File: src/rtl/hungarian_assignment_solver_macros.svh
// Assertion helpers shared by the solver RTL.
`ifndef HUNGARIAN_ASSIGNMENT_SOLVER_MACROS_SVH
`define HUNGARIAN_ASSIGNMENT_SOLVER_MACROS_SVH

// Implication checked on every rising clock edge outside reset.
`define HAS_ASSERT_IMPLY(label, clk, rst, ante, cons, msg) \
  label: assert property (@(posedge clk) disable iff (rst) (ante) |-> (cons)) \
    else $error(msg);

// Implication whose consequence is checked at the following clock edge.
`define HAS_ASSERT_NEXT(label, clk, rst, ante, cons, msg) \
  label: assert property (@(posedge clk) disable iff (rst) (ante) |=> (cons)) \
    else $error(msg);

`endif

File: src/rtl/has_pkg.sv
package has_pkg;

  localparam int unsigned COST_W = 16;
  localparam int unsigned IDX_W = 3;

  typedef struct packed {
    logic [COST_W-1:0] assigned_cost;
    logic [IDX_W-1:0]  column_index;
    logic [IDX_W-1:0]  row_index;
  } result_t;

endpackage

File: src/rtl/hungarian_assignment_solver.sv
// Hungarian assignment solver.
// Input stream (s_axis_*): one unsigned cost per transfer, row-major; SIZE*SIZE
// transfers make one matrix, and only the low COST_BITS bits of each cost are used.
// While a matrix loads, the block takes one transfer per cycle. After the last
// element it drops s_axis_tready and solves: row and column reduction, then
// repeated rounds of zero-only matching (depth-first search with a stack),
// minimum line cover and an adjustment of the working copy. All of this runs on
// one shared compare/subtract unit that visits a single matrix element at a time.
// Each visit presents the address, then takes the registered read data.
// Output stream (m_axis_*): SIZE result transfers, one per row in ascending
// order, with the assigned column and the original cost; tlast marks the final
// row. Each result steps through a column lookup, a cost read and the output
// state. A stalled receiver simply holds the current result. The next matrix is
// accepted only after the last result transfer.
// Reset (rst, synchronous, active high) returns the block to loading an
// empty matrix; the cost stores themselves are not cleared.
module hungarian_assignment_solver #(
  parameter int unsigned SIZE = 8,
  parameter int unsigned COST_BITS = 16
) (
  input  logic        clk,
  input  logic        rst,
  input  logic        s_axis_tvalid,
  output logic        s_axis_tready,
  input  logic [15:0] s_axis_tdata,   // [15:0] cost
  output logic        m_axis_tvalid,
  input  logic        m_axis_tready,
  output logic [23:0] m_axis_tdata,   // [2:0] row_index, [5:3] column_index,
                                      // [21:6] assigned_cost, [23:22] zero
  output logic        m_axis_tlast    // last_of_run
);

  localparam int unsigned CELLS = SIZE * SIZE;
  localparam int unsigned IW = $clog2(SIZE);
  localparam int unsigned AW = $clog2(CELLS);
  localparam int unsigned WW = COST_BITS + 2;
  localparam int unsigned CNTW = $clog2(CELLS + 2);
  localparam logic [WW-1:0] WORK_MAX = '1;

  typedef enum logic [4:0] {
    S_LOAD, S_RMIN, S_RSUB, S_CMIN, S_CSUB,
    S_MINIT, S_MROW, S_MSCAN, S_MFOUND, S_MUNWIND,
    S_CVINIT, S_CVROWS, S_CVCOLS, S_CVCHK,
    S_AMIN, S_ASUB, S_OUTCOL, S_OUTRD, S_OUT
  } state_t;

  state_t state;

  logic [COST_BITS-1:0] orig_mem [CELLS];
  logic [WW-1:0]        work_mem [CELLS];

  logic [AW-1:0] load_count;
  logic [IW-1:0] ri, ci;
  logic [WW-1:0] acc;
  logic          found;
  logic          phase;
  logic [SIZE-1:0] owner_valid;
  logic [IW-1:0]   owner [SIZE];
  logic [IW-1:0]   stk_row [SIZE+1];
  logic [IW-1:0]   stk_via [SIZE+1];
  logic [IW:0]     stk_next [SIZE+1];
  logic [IW:0]     depth;
  logic [IW:0]     match_count;
  logic [SIZE-1:0] seen, rows, cols, rows_old, cols_old;
  logic [SIZE-1:0] matched_rows, grow_rows;
  logic [CNTW-1:0] round;
  logic [IW-1:0]   start_row;
  logic [IW:0]     unwind;
  logic [IW-1:0]   out_col;
  logic [IW-1:0]   out_col_next;
  logic [COST_BITS-1:0] orig_rd;
  logic [COST_BITS-1:0] in_cost;

  assign in_cost = COST_BITS'(s_axis_tdata);

  logic [IW-1:0] cur_row;
  logic [IW:0]   cur_next;
  assign cur_row  = stk_row[depth];
  assign cur_next = stk_next[depth];

  logic [AW-1:0] srch_addr;
  assign srch_addr = AW'(cur_row) * AW'(SIZE) + AW'(cur_next[IW-1:0]);

  // Shared element access: one read address per cycle, data registered in wv.
  logic [AW-1:0] addr;
  logic [AW-1:0] out_addr;
  logic [WW-1:0] wv;
  logic          cur_ri_row;
  assign addr = (state == S_MSCAN) ? srch_addr : AW'(ri) * AW'(SIZE) + AW'(ci);
  assign out_addr = AW'(ri) * AW'(SIZE) + AW'(out_col);

  has_pkg::result_t res;

  assign s_axis_tready = (state == S_LOAD);

  logic [SIZE-1:0] full_mask;
  assign full_mask = '1;

  assign cur_ri_row = rows[ri];

  // Rows held by the matching, rows reached through covered columns, and the
  // lowest column owned by the row being reported.
  always_comb begin
    matched_rows = '0;
    grow_rows = '0;
    out_col_next = '0;
    for (int j = 0; j < SIZE; j++) begin
      if (owner_valid[j]) matched_rows[owner[j]] = 1'b1;
      if (owner_valid[j] && cols[j]) grow_rows[owner[j]] = 1'b1;
    end
    for (int j = SIZE - 1; j >= 0; j--)
      if (owner_valid[j] && owner[j] == ri) out_col_next = IW'(j);
  end

  always_ff @(posedge clk) begin
    if (state == S_LOAD && s_axis_tvalid) begin
      orig_mem[load_count] <= in_cost;
      work_mem[load_count] <= WW'(in_cost);
    end else if (phase && (state == S_RSUB || state == S_CSUB)) begin
      work_mem[addr] <= wv - acc;
    end else if (phase && state == S_ASUB) begin
      if (!rows[ri] && !cols[ci]) begin
        work_mem[addr] <= wv - acc;
      end else if (rows[ri] && cols[ci]) begin
        work_mem[addr] <= (wv > WORK_MAX - acc) ? WORK_MAX : wv + acc;
      end
    end
    wv <= work_mem[addr];
    if (state == S_OUTRD) begin
      orig_rd <= orig_mem[out_addr];
    end
  end

  always_ff @(posedge clk) begin
    if (rst) begin
      state <= S_LOAD;
      load_count <= '0;
      m_axis_tvalid <= 1'b0;
      owner_valid <= '0;
      phase <= 1'b0;
      ri <= '0;
      ci <= '0;
    end else begin
      case (state)
        S_LOAD: begin
          if (s_axis_tvalid) begin
            if (load_count == AW'(CELLS - 1)) begin
              load_count <= '0;
              ri <= '0;
              ci <= '0;
              round <= '0;
              phase <= 1'b0;
              state <= S_RMIN;
            end else begin
              load_count <= load_count + 1'b1;
            end
          end
        end
        S_RMIN: begin
          if (!phase) phase <= 1'b1;
          else begin
            phase <= 1'b0;
            if (ci == '0 || wv < acc) acc <= wv;
            if (ci == IW'(SIZE - 1)) begin
              ci <= '0;
              state <= S_RSUB;
            end else ci <= ci + 1'b1;
          end
        end
        S_RSUB: begin
          if (!phase) phase <= 1'b1;
          else begin
            phase <= 1'b0;
            if (ci == IW'(SIZE - 1)) begin
              ci <= '0;
              if (ri == IW'(SIZE - 1)) begin
                ri <= '0;
                state <= S_CMIN;
              end else begin
                ri <= ri + 1'b1;
                state <= S_RMIN;
              end
            end else ci <= ci + 1'b1;
          end
        end
        S_CMIN: begin
          if (!phase) phase <= 1'b1;
          else begin
            phase <= 1'b0;
            if (ri == '0 || wv < acc) acc <= wv;
            if (ri == IW'(SIZE - 1)) begin
              ri <= '0;
              state <= S_CSUB;
            end else ri <= ri + 1'b1;
          end
        end
        S_CSUB: begin
          if (!phase) phase <= 1'b1;
          else begin
            phase <= 1'b0;
            if (ri == IW'(SIZE - 1)) begin
              ri <= '0;
              if (ci == IW'(SIZE - 1)) begin
                ci <= '0;
                state <= S_MINIT;
              end else begin
                ci <= ci + 1'b1;
                state <= S_CMIN;
              end
            end else ri <= ri + 1'b1;
          end
        end
        S_MINIT: begin
          owner_valid <= '0;
          match_count <= '0;
          start_row <= '0;
          state <= S_MROW;
        end
        S_MROW: begin
          seen <= '0;
          depth <= '0;
          stk_row[0] <= start_row;
          stk_next[0] <= '0;
          state <= S_MSCAN;
        end
        S_MSCAN: begin
          // One column of the current search row per element visit.
          if (!phase) phase <= 1'b1;
          else begin
            phase <= 1'b0;
            if (cur_next == (IW+1)'(SIZE)) begin
              if (depth == '0) begin
                // The row is left unmatched.
                if (start_row == IW'(SIZE - 1)) state <= S_CVINIT;
                else begin
                  start_row <= start_row + 1'b1;
                  state <= S_MROW;
                end
              end else depth <= depth - 1'b1;
            end else if (wv == '0 && !seen[cur_next[IW-1:0]]) begin
              seen[cur_next[IW-1:0]] <= 1'b1;
              stk_via[depth] <= cur_next[IW-1:0];
              stk_next[depth] <= cur_next + 1'b1;
              state <= S_MFOUND;
            end else begin
              stk_next[depth] <= cur_next + 1'b1;
            end
          end
        end
        S_MFOUND: begin
          if (!owner_valid[stk_via[depth]]) begin
            unwind <= depth;
            state <= S_MUNWIND;
          end else begin
            depth <= depth + 1'b1;
            stk_row[depth + 1'b1] <= owner[stk_via[depth]];
            stk_next[depth + 1'b1] <= '0;
            state <= S_MSCAN;
          end
        end
        S_MUNWIND: begin
          owner[stk_via[unwind]] <= stk_row[unwind];
          owner_valid[stk_via[unwind]] <= 1'b1;
          if (unwind == '0) begin
            match_count <= match_count + 1'b1;
            if (start_row == IW'(SIZE - 1)) state <= S_CVINIT;
            else begin
              start_row <= start_row + 1'b1;
              state <= S_MROW;
            end
          end else unwind <= unwind - 1'b1;
        end
        S_CVINIT: begin
          if (match_count == (IW+1)'(SIZE)) begin
            ri <= '0;
            state <= S_OUTCOL;
          end else begin
            rows <= full_mask & ~matched_rows;
            cols <= '0;
            ri <= '0;
            ci <= '0;
            state <= S_CVROWS;
          end
        end
        S_CVROWS: begin
          if (!phase) phase <= 1'b1;
          else begin
            phase <= 1'b0;
            if (ci == '0 && ri == '0) begin
              rows_old <= rows;
              cols_old <= cols;
            end
            if (cur_ri_row && wv == '0) cols[ci] <= 1'b1;
            if (ci == IW'(SIZE - 1)) begin
              ci <= '0;
              if (ri == IW'(SIZE - 1)) begin
                ri <= '0;
                state <= S_CVCOLS;
              end else ri <= ri + 1'b1;
            end else ci <= ci + 1'b1;
          end
        end
        S_CVCOLS: begin
          rows <= rows | grow_rows;
          state <= S_CVCHK;
        end
        S_CVCHK: begin
          if (rows != rows_old || cols != cols_old) begin
            state <= S_CVROWS;
          end else begin
            // rows now holds uncovered rows until S_AMIN inverts it.
            found <= 1'b0;
            acc <= WORK_MAX;
            state <= S_AMIN;
          end
        end
        S_AMIN: begin
          if (!phase) phase <= 1'b1;
          else begin
            phase <= 1'b0;
            if (rows[ri] && !cols[ci] && (!found || wv < acc)) begin
              acc <= wv;
              found <= 1'b1;
            end
            if (ci == IW'(SIZE - 1)) begin
              ci <= '0;
              if (ri == IW'(SIZE - 1)) begin
                ri <= '0;
                rows <= ~rows;
                state <= S_ASUB;
              end else ri <= ri + 1'b1;
            end else ci <= ci + 1'b1;
          end
        end
        S_ASUB: begin
          if (!found) begin
            ri <= '0;
            state <= S_OUTCOL;
          end else if (!phase) phase <= 1'b1;
          else begin
            phase <= 1'b0;
            if (ci == IW'(SIZE - 1)) begin
              ci <= '0;
              if (ri == IW'(SIZE - 1)) begin
                ri <= '0;
                // The round limit ends the solve with the last matching.
                if (round == CNTW'(CELLS)) state <= S_OUTCOL;
                else begin
                  round <= round + 1'b1;
                  state <= S_MINIT;
                end
              end else ri <= ri + 1'b1;
            end else ci <= ci + 1'b1;
          end
        end
        S_OUTCOL: begin
          out_col <= out_col_next;
          state <= S_OUTRD;
        end
        S_OUTRD: begin
          state <= S_OUT;
        end
        S_OUT: begin
          if (!m_axis_tvalid) begin
            m_axis_tvalid <= 1'b1;
            res.row_index <= 3'(ri);
            res.column_index <= 3'(out_col);
            res.assigned_cost <= 16'(orig_rd);
            m_axis_tlast <= (ri == IW'(SIZE - 1));
          end else if (m_axis_tready) begin
            m_axis_tvalid <= 1'b0;
            if (ri == IW'(SIZE - 1)) begin
              ri <= '0;
              state <= S_LOAD;
            end else begin
              ri <= ri + 1'b1;
              state <= S_OUTCOL;
            end
          end
        end
        default: state <= S_LOAD;
      endcase
    end
  end

  assign m_axis_tdata = {2'b00, res};

`include "hungarian_assignment_solver_macros.svh"

  `HAS_ASSERT_IMPLY(a_no_ready_busy, clk, rst, state != S_LOAD, !s_axis_tready, "ready while busy")
  `HAS_ASSERT_IMPLY(a_out_only_out, clk, rst, m_axis_tvalid, state == S_OUT, "valid outside output")
  `HAS_ASSERT_NEXT(a_hold_out, clk, rst, m_axis_tvalid && !m_axis_tready, m_axis_tvalid && $stable(m_axis_tdata), "result dropped")

endmodule

File: config.mk
export PLATFORM = sky130hd
export DESIGN_NAME = hungarian_assignment_solver
export DESIGN_NICKNAME = d
export VERILOG_FILES = /design/src/rtl/has_pkg.sv /design/src/rtl/hungarian_assignment_solver.sv
export VERILOG_INCLUDE_DIRS = /design/src /design/src/rtl
export SDC_FILE = /design/constraint.sdc
export NUM_CORES = 2
export LEC_CHECK = 0
export BUFFER_PORTS_ARGS = -buffer_cell sky130_fd_sc_hd__buf_2
export CAP_MARGIN = 20
export CORE_MARGIN = 8
export CORE_UTILIZATION = 64
export DETAILED_ROUTE_END_ITERATION = 8
export PLACE_DENSITY = 0.8
export SYNTH_ARGS = -nofsm -noshare
export SYNTH_HDL_FRONTEND = slang
export SYNTH_SLANG_ARGS = --single-unit
File: constraint.sdc
create_clock -name clk -period 7 [get_ports clk]
set_clock_uncertainty 0.1 [all_clocks]
set_input_delay 1.05 -clock clk [delete_from_list [all_inputs] [get_ports clk]]
set_output_delay 1.05 -clock clk [all_outputs]
set_load 0.05 [all_outputs]
==> summary.md <==
| Metric | Value |
|---|---|
| Outcome | complete, no violations |
| Worst Slack Setup Final | roughly 1.3 ns |
| Synth async-reset ratio | 0% |
| # DRC | 0 |
| Wirelength, routed | about 350 mm |
| #FFs+latches synth | roughly 2500 |
| Post-synth EDFFs | approximately 2400 |
| Top cell type's share of synthesized area | between 60% and 70% |
| Drt wl/cell | approximately 36 um |
| Grt ovf | 0 |
| CTS buffer count | 236 |
| TritonCTS clock tree | yes |
| Worst path top cell family by delay | simple AND/OR/NAND/NOR gates |
| Worst path depth | 9 |
| Leak | 40.5 nW |
| Fin crit share | 81.8% |
| Post-route ant nets | 0 |
| Final nets | 7395 |
| Synth unique cells | 109 |
| Worst path buffer plus inverter count | 1 |
| Crit Path Max Fanout | around 120 |
| Most frequent cells in the layout | edfxtp_1, nand2_1, mux2i_1 |
| Worst Hold Launch | orig_rd[13] |
| Final Power | just under 30 mW |
| Worst Setup SP | state[4] |
| Reg-to-reg setup timing slack | 1.27 ns |
| Final hold violation count | 0 |
| First-pass GRT wire length | around 500 mm |
| Worst EP required | 7.57 ns |
| Hold Path Depth | 0 |
| Register area | 0.0735 mm2 |
| DR iter-0 viols | between 10000 and 15000 |
| Clock group share of total power | ~44% |
| RSZ-0062 raised after global routing | no |
| Via density | about 7.5 |
| Worst path most repeated cell | nand2_1 |
| Worst rel slew slack | roughly 8.3% |
| Worst path max stage delay | approximately 0.84 ns |
| CP Class | flip-flop to flip-flop |
| Clock Tree Buf Depth | 3 |
| Number of max-cap violations | 0 |
| Worst path cell trace | nor2b_1, nand2_1, nand2_1, nand2_4, buf_12, mux2i_1, o22ai_1, a221oi_1, nand4_1 |
| Max Fclk | 175 MHz |
| Chip width | roughly 430 um |
| Area growth syn-to-layout | 10.4% |
| Pwr Density | 243 mW/mm2 |
| Pre-CTS setup slack | 1.56 ns |
| Post-Syn Area per Cell | approximately 15 um2 |
| Data arrival time of the worst path | between 6 and 7 ns |
| NetSw | 6.28 mW |
| Fin crit period | 5.73 ns |
| Root buffer cell | clkbuf_16 |
| Leading post-synthesis cells by cell area | edfxtp_1, mux4_2, mux2i_1 |
| Die ar. | around 0.19 mm2 |
| Layout cells sized above 1 | between 15 and 20% |
| Ports | 47 |
| Fill cells | 10300 |
| Cells after Synth | around 7300 |
| CTS Sinks | 2466 |
| Peak supply drop | approximately 0.36 mV |
| RR Endpoint | wv[0] |
| Slowest-stage cell, CP | dfxtp_1 |
| Synth warn | 0 |
| Synth Cell Area | between 0.1 and 0.15 mm2 |
| Logic pwr share | under 10% |
| Initial antenna violation count | 17 |
| Drt pass-1 iters | 8 |
| Hold Path Class | flip-flop to flip-flop |
| Setup bufs post-CTS | 0 |
| Final Max Tran Viols | 0 |
| Reg clk slew, reported paths | ~0.060 ns |
| # H-tree levels | 4 |
| Clk Latency, worst-skew pair | 0.93 ns |
| Port Buf Inserts | 44 |
| Critical Path End Type | flip-flop |
| Post-synthesis sequential area ratio | 66.2% |
| Overall routing resource usage | between 30% and 40% |
| Cts repair resizes | 0 |
| Area of the multi-input gates | around 0.035 mm2 |
| Worst Hold Endpoint | m_axis_tdata[19] |
| Startpoint Class | flip-flop |
| Reg2Reg Depth | 9 |
| Setup Total Neg Slack | 0 ns |
| Final Setup Violations | 0 |
| Most common cell after layout, fill and taps aside | edfxtp_1 |
| Crit Reg-Reg Startpoint | state[4] |
| Post-synth top area cell | edfxtp_1 |
| Main flop type after synthesis | edfxtp_1 |
| Largest net degree at the start of global routing | 126 |
| DP Wirelength | ~200 mm |
| Core ar. | roughly 0.17 mm2 |
| Die Ht | around 430 um |
| Via count | ~74000 |
| Starting Density | 64.1% |
| Internal Pwr Total | about 24 mW |
| Switching share of power | between 20% and 30% |
| Cell row count | between 150 and 200 |
| # hold bufs at CTS | 0 |
| Sequential Power Share | roughly 55% |
| Number of global-route vias before repair | 70800 |
| Worst Tran Pin Value | 1.37 ns |
| GPL Wtd Cong | approximately 1 |
==> state kept, by name, summed over array words and instances, names as in the netlist, 4 cells and up, named ones only <==
name          cells
seen              8
stk_next         36
match_count       4
work_mem       1152
cols              8
depth             4
owner_valid       8
stk_row          27
acc              18
unwind            4
load_count        6
orig_mem       1024
state             5
orig_rd          16
wv               18
rows              8
rows_old          8
stk_via          27
cols_old          8
round             7
m_axis_tdata     22
owner            24
==> power by group through the flow <==
stage | sequential, mW | clock (mW) | combinational [mW]
3_5_place_dp | 16.5 | 0 | 0.452
2_1_floorplan | 16.5 | 0 | 0.183
6_report | 16.2 | 13.1 | 0.477
3_3_place_gp | 16.5 | 0 | 0.431
5_1_grt | 16.2 | 13.6 | 0.488
4_1_cts | 16.2 | 13.1 | 0.459
==> layout make-up <==
cell class,instances,area share (%)
well taps,2325,2.37
repair buffers,336,2.26
inverters,80,0.245
multi-input cells,4197,28.8
clock inverters,165,1.34
flip-flops and latches,2466,60.0
clock buffers,278,4.98
diodes,8,0.0163
==> synth_stat cells, drive strengths merged (103+ instances only) <==
library cell     n
mux2i          671
o221ai         236
o22ai          180
nor2           300
nand2          739
clkbuf         332
a21oi          220
mux4           435
nor3           143
buf            208
edfxtp        2413
o21ai          103
nand3          217
==> layer usage <==
layer,vias to the layer above,global-route usage [%],wire length (um)
li1,29300,-,-
met1,36700,45.2,114000
met2,6091,58.9,167000
met3,1359,7.05,38200
met4,8,25.7,31700
met5,-,0,83
==> worst max-delay path by stage <==
| stage | to | slack [ns] |
|---|---|---|
| finish | wv[0] | 1.27 |
| global route | work_mem[14][8] | 1.06 |
| CTS | work_mem[14][3] | 1.49 |
| detailed placement | wv[0] | 1.56 |
| global placement | wv[0] | 1.61 |
| floorplan | work_mem[0][16] | 0.94 |
==> kinds of logic after synthesis <==
family                   count (synthesis)  synth area share, %
flip-flops                            2466                 66.2
AND/OR/NAND/NOR                       1731                 7.17
AO/OA/AOI/OAI                         1205                 7.93
multiplexers                          1127                 15.1
buffers and inverters                  620                 2.35
XOR/XNOR                                74                0.590
adder cells (fa/ha/maj)                 58                0.667
other                                    1              0.00338
==> through the flow <==
step / instances / hold slack (ns) / instance area [um2] / utilization, %
2_1_floorplan: 7283 / 0.300 / 111000 / -
3_3_place_gp: 9388 / 0.302 / 115000 / 66.2
3_5_place_dp: 9394 / 0.305 / 115000 / 66.2
4_1_cts: 9837 / 0.299 / 123000 / 70.7
5_1_grt: 9849 / 0.345 / 123000 / 70.8
6_report: 9855 / 0.322 / 123000 / 70.8
(Power assumes the default switching activity.)
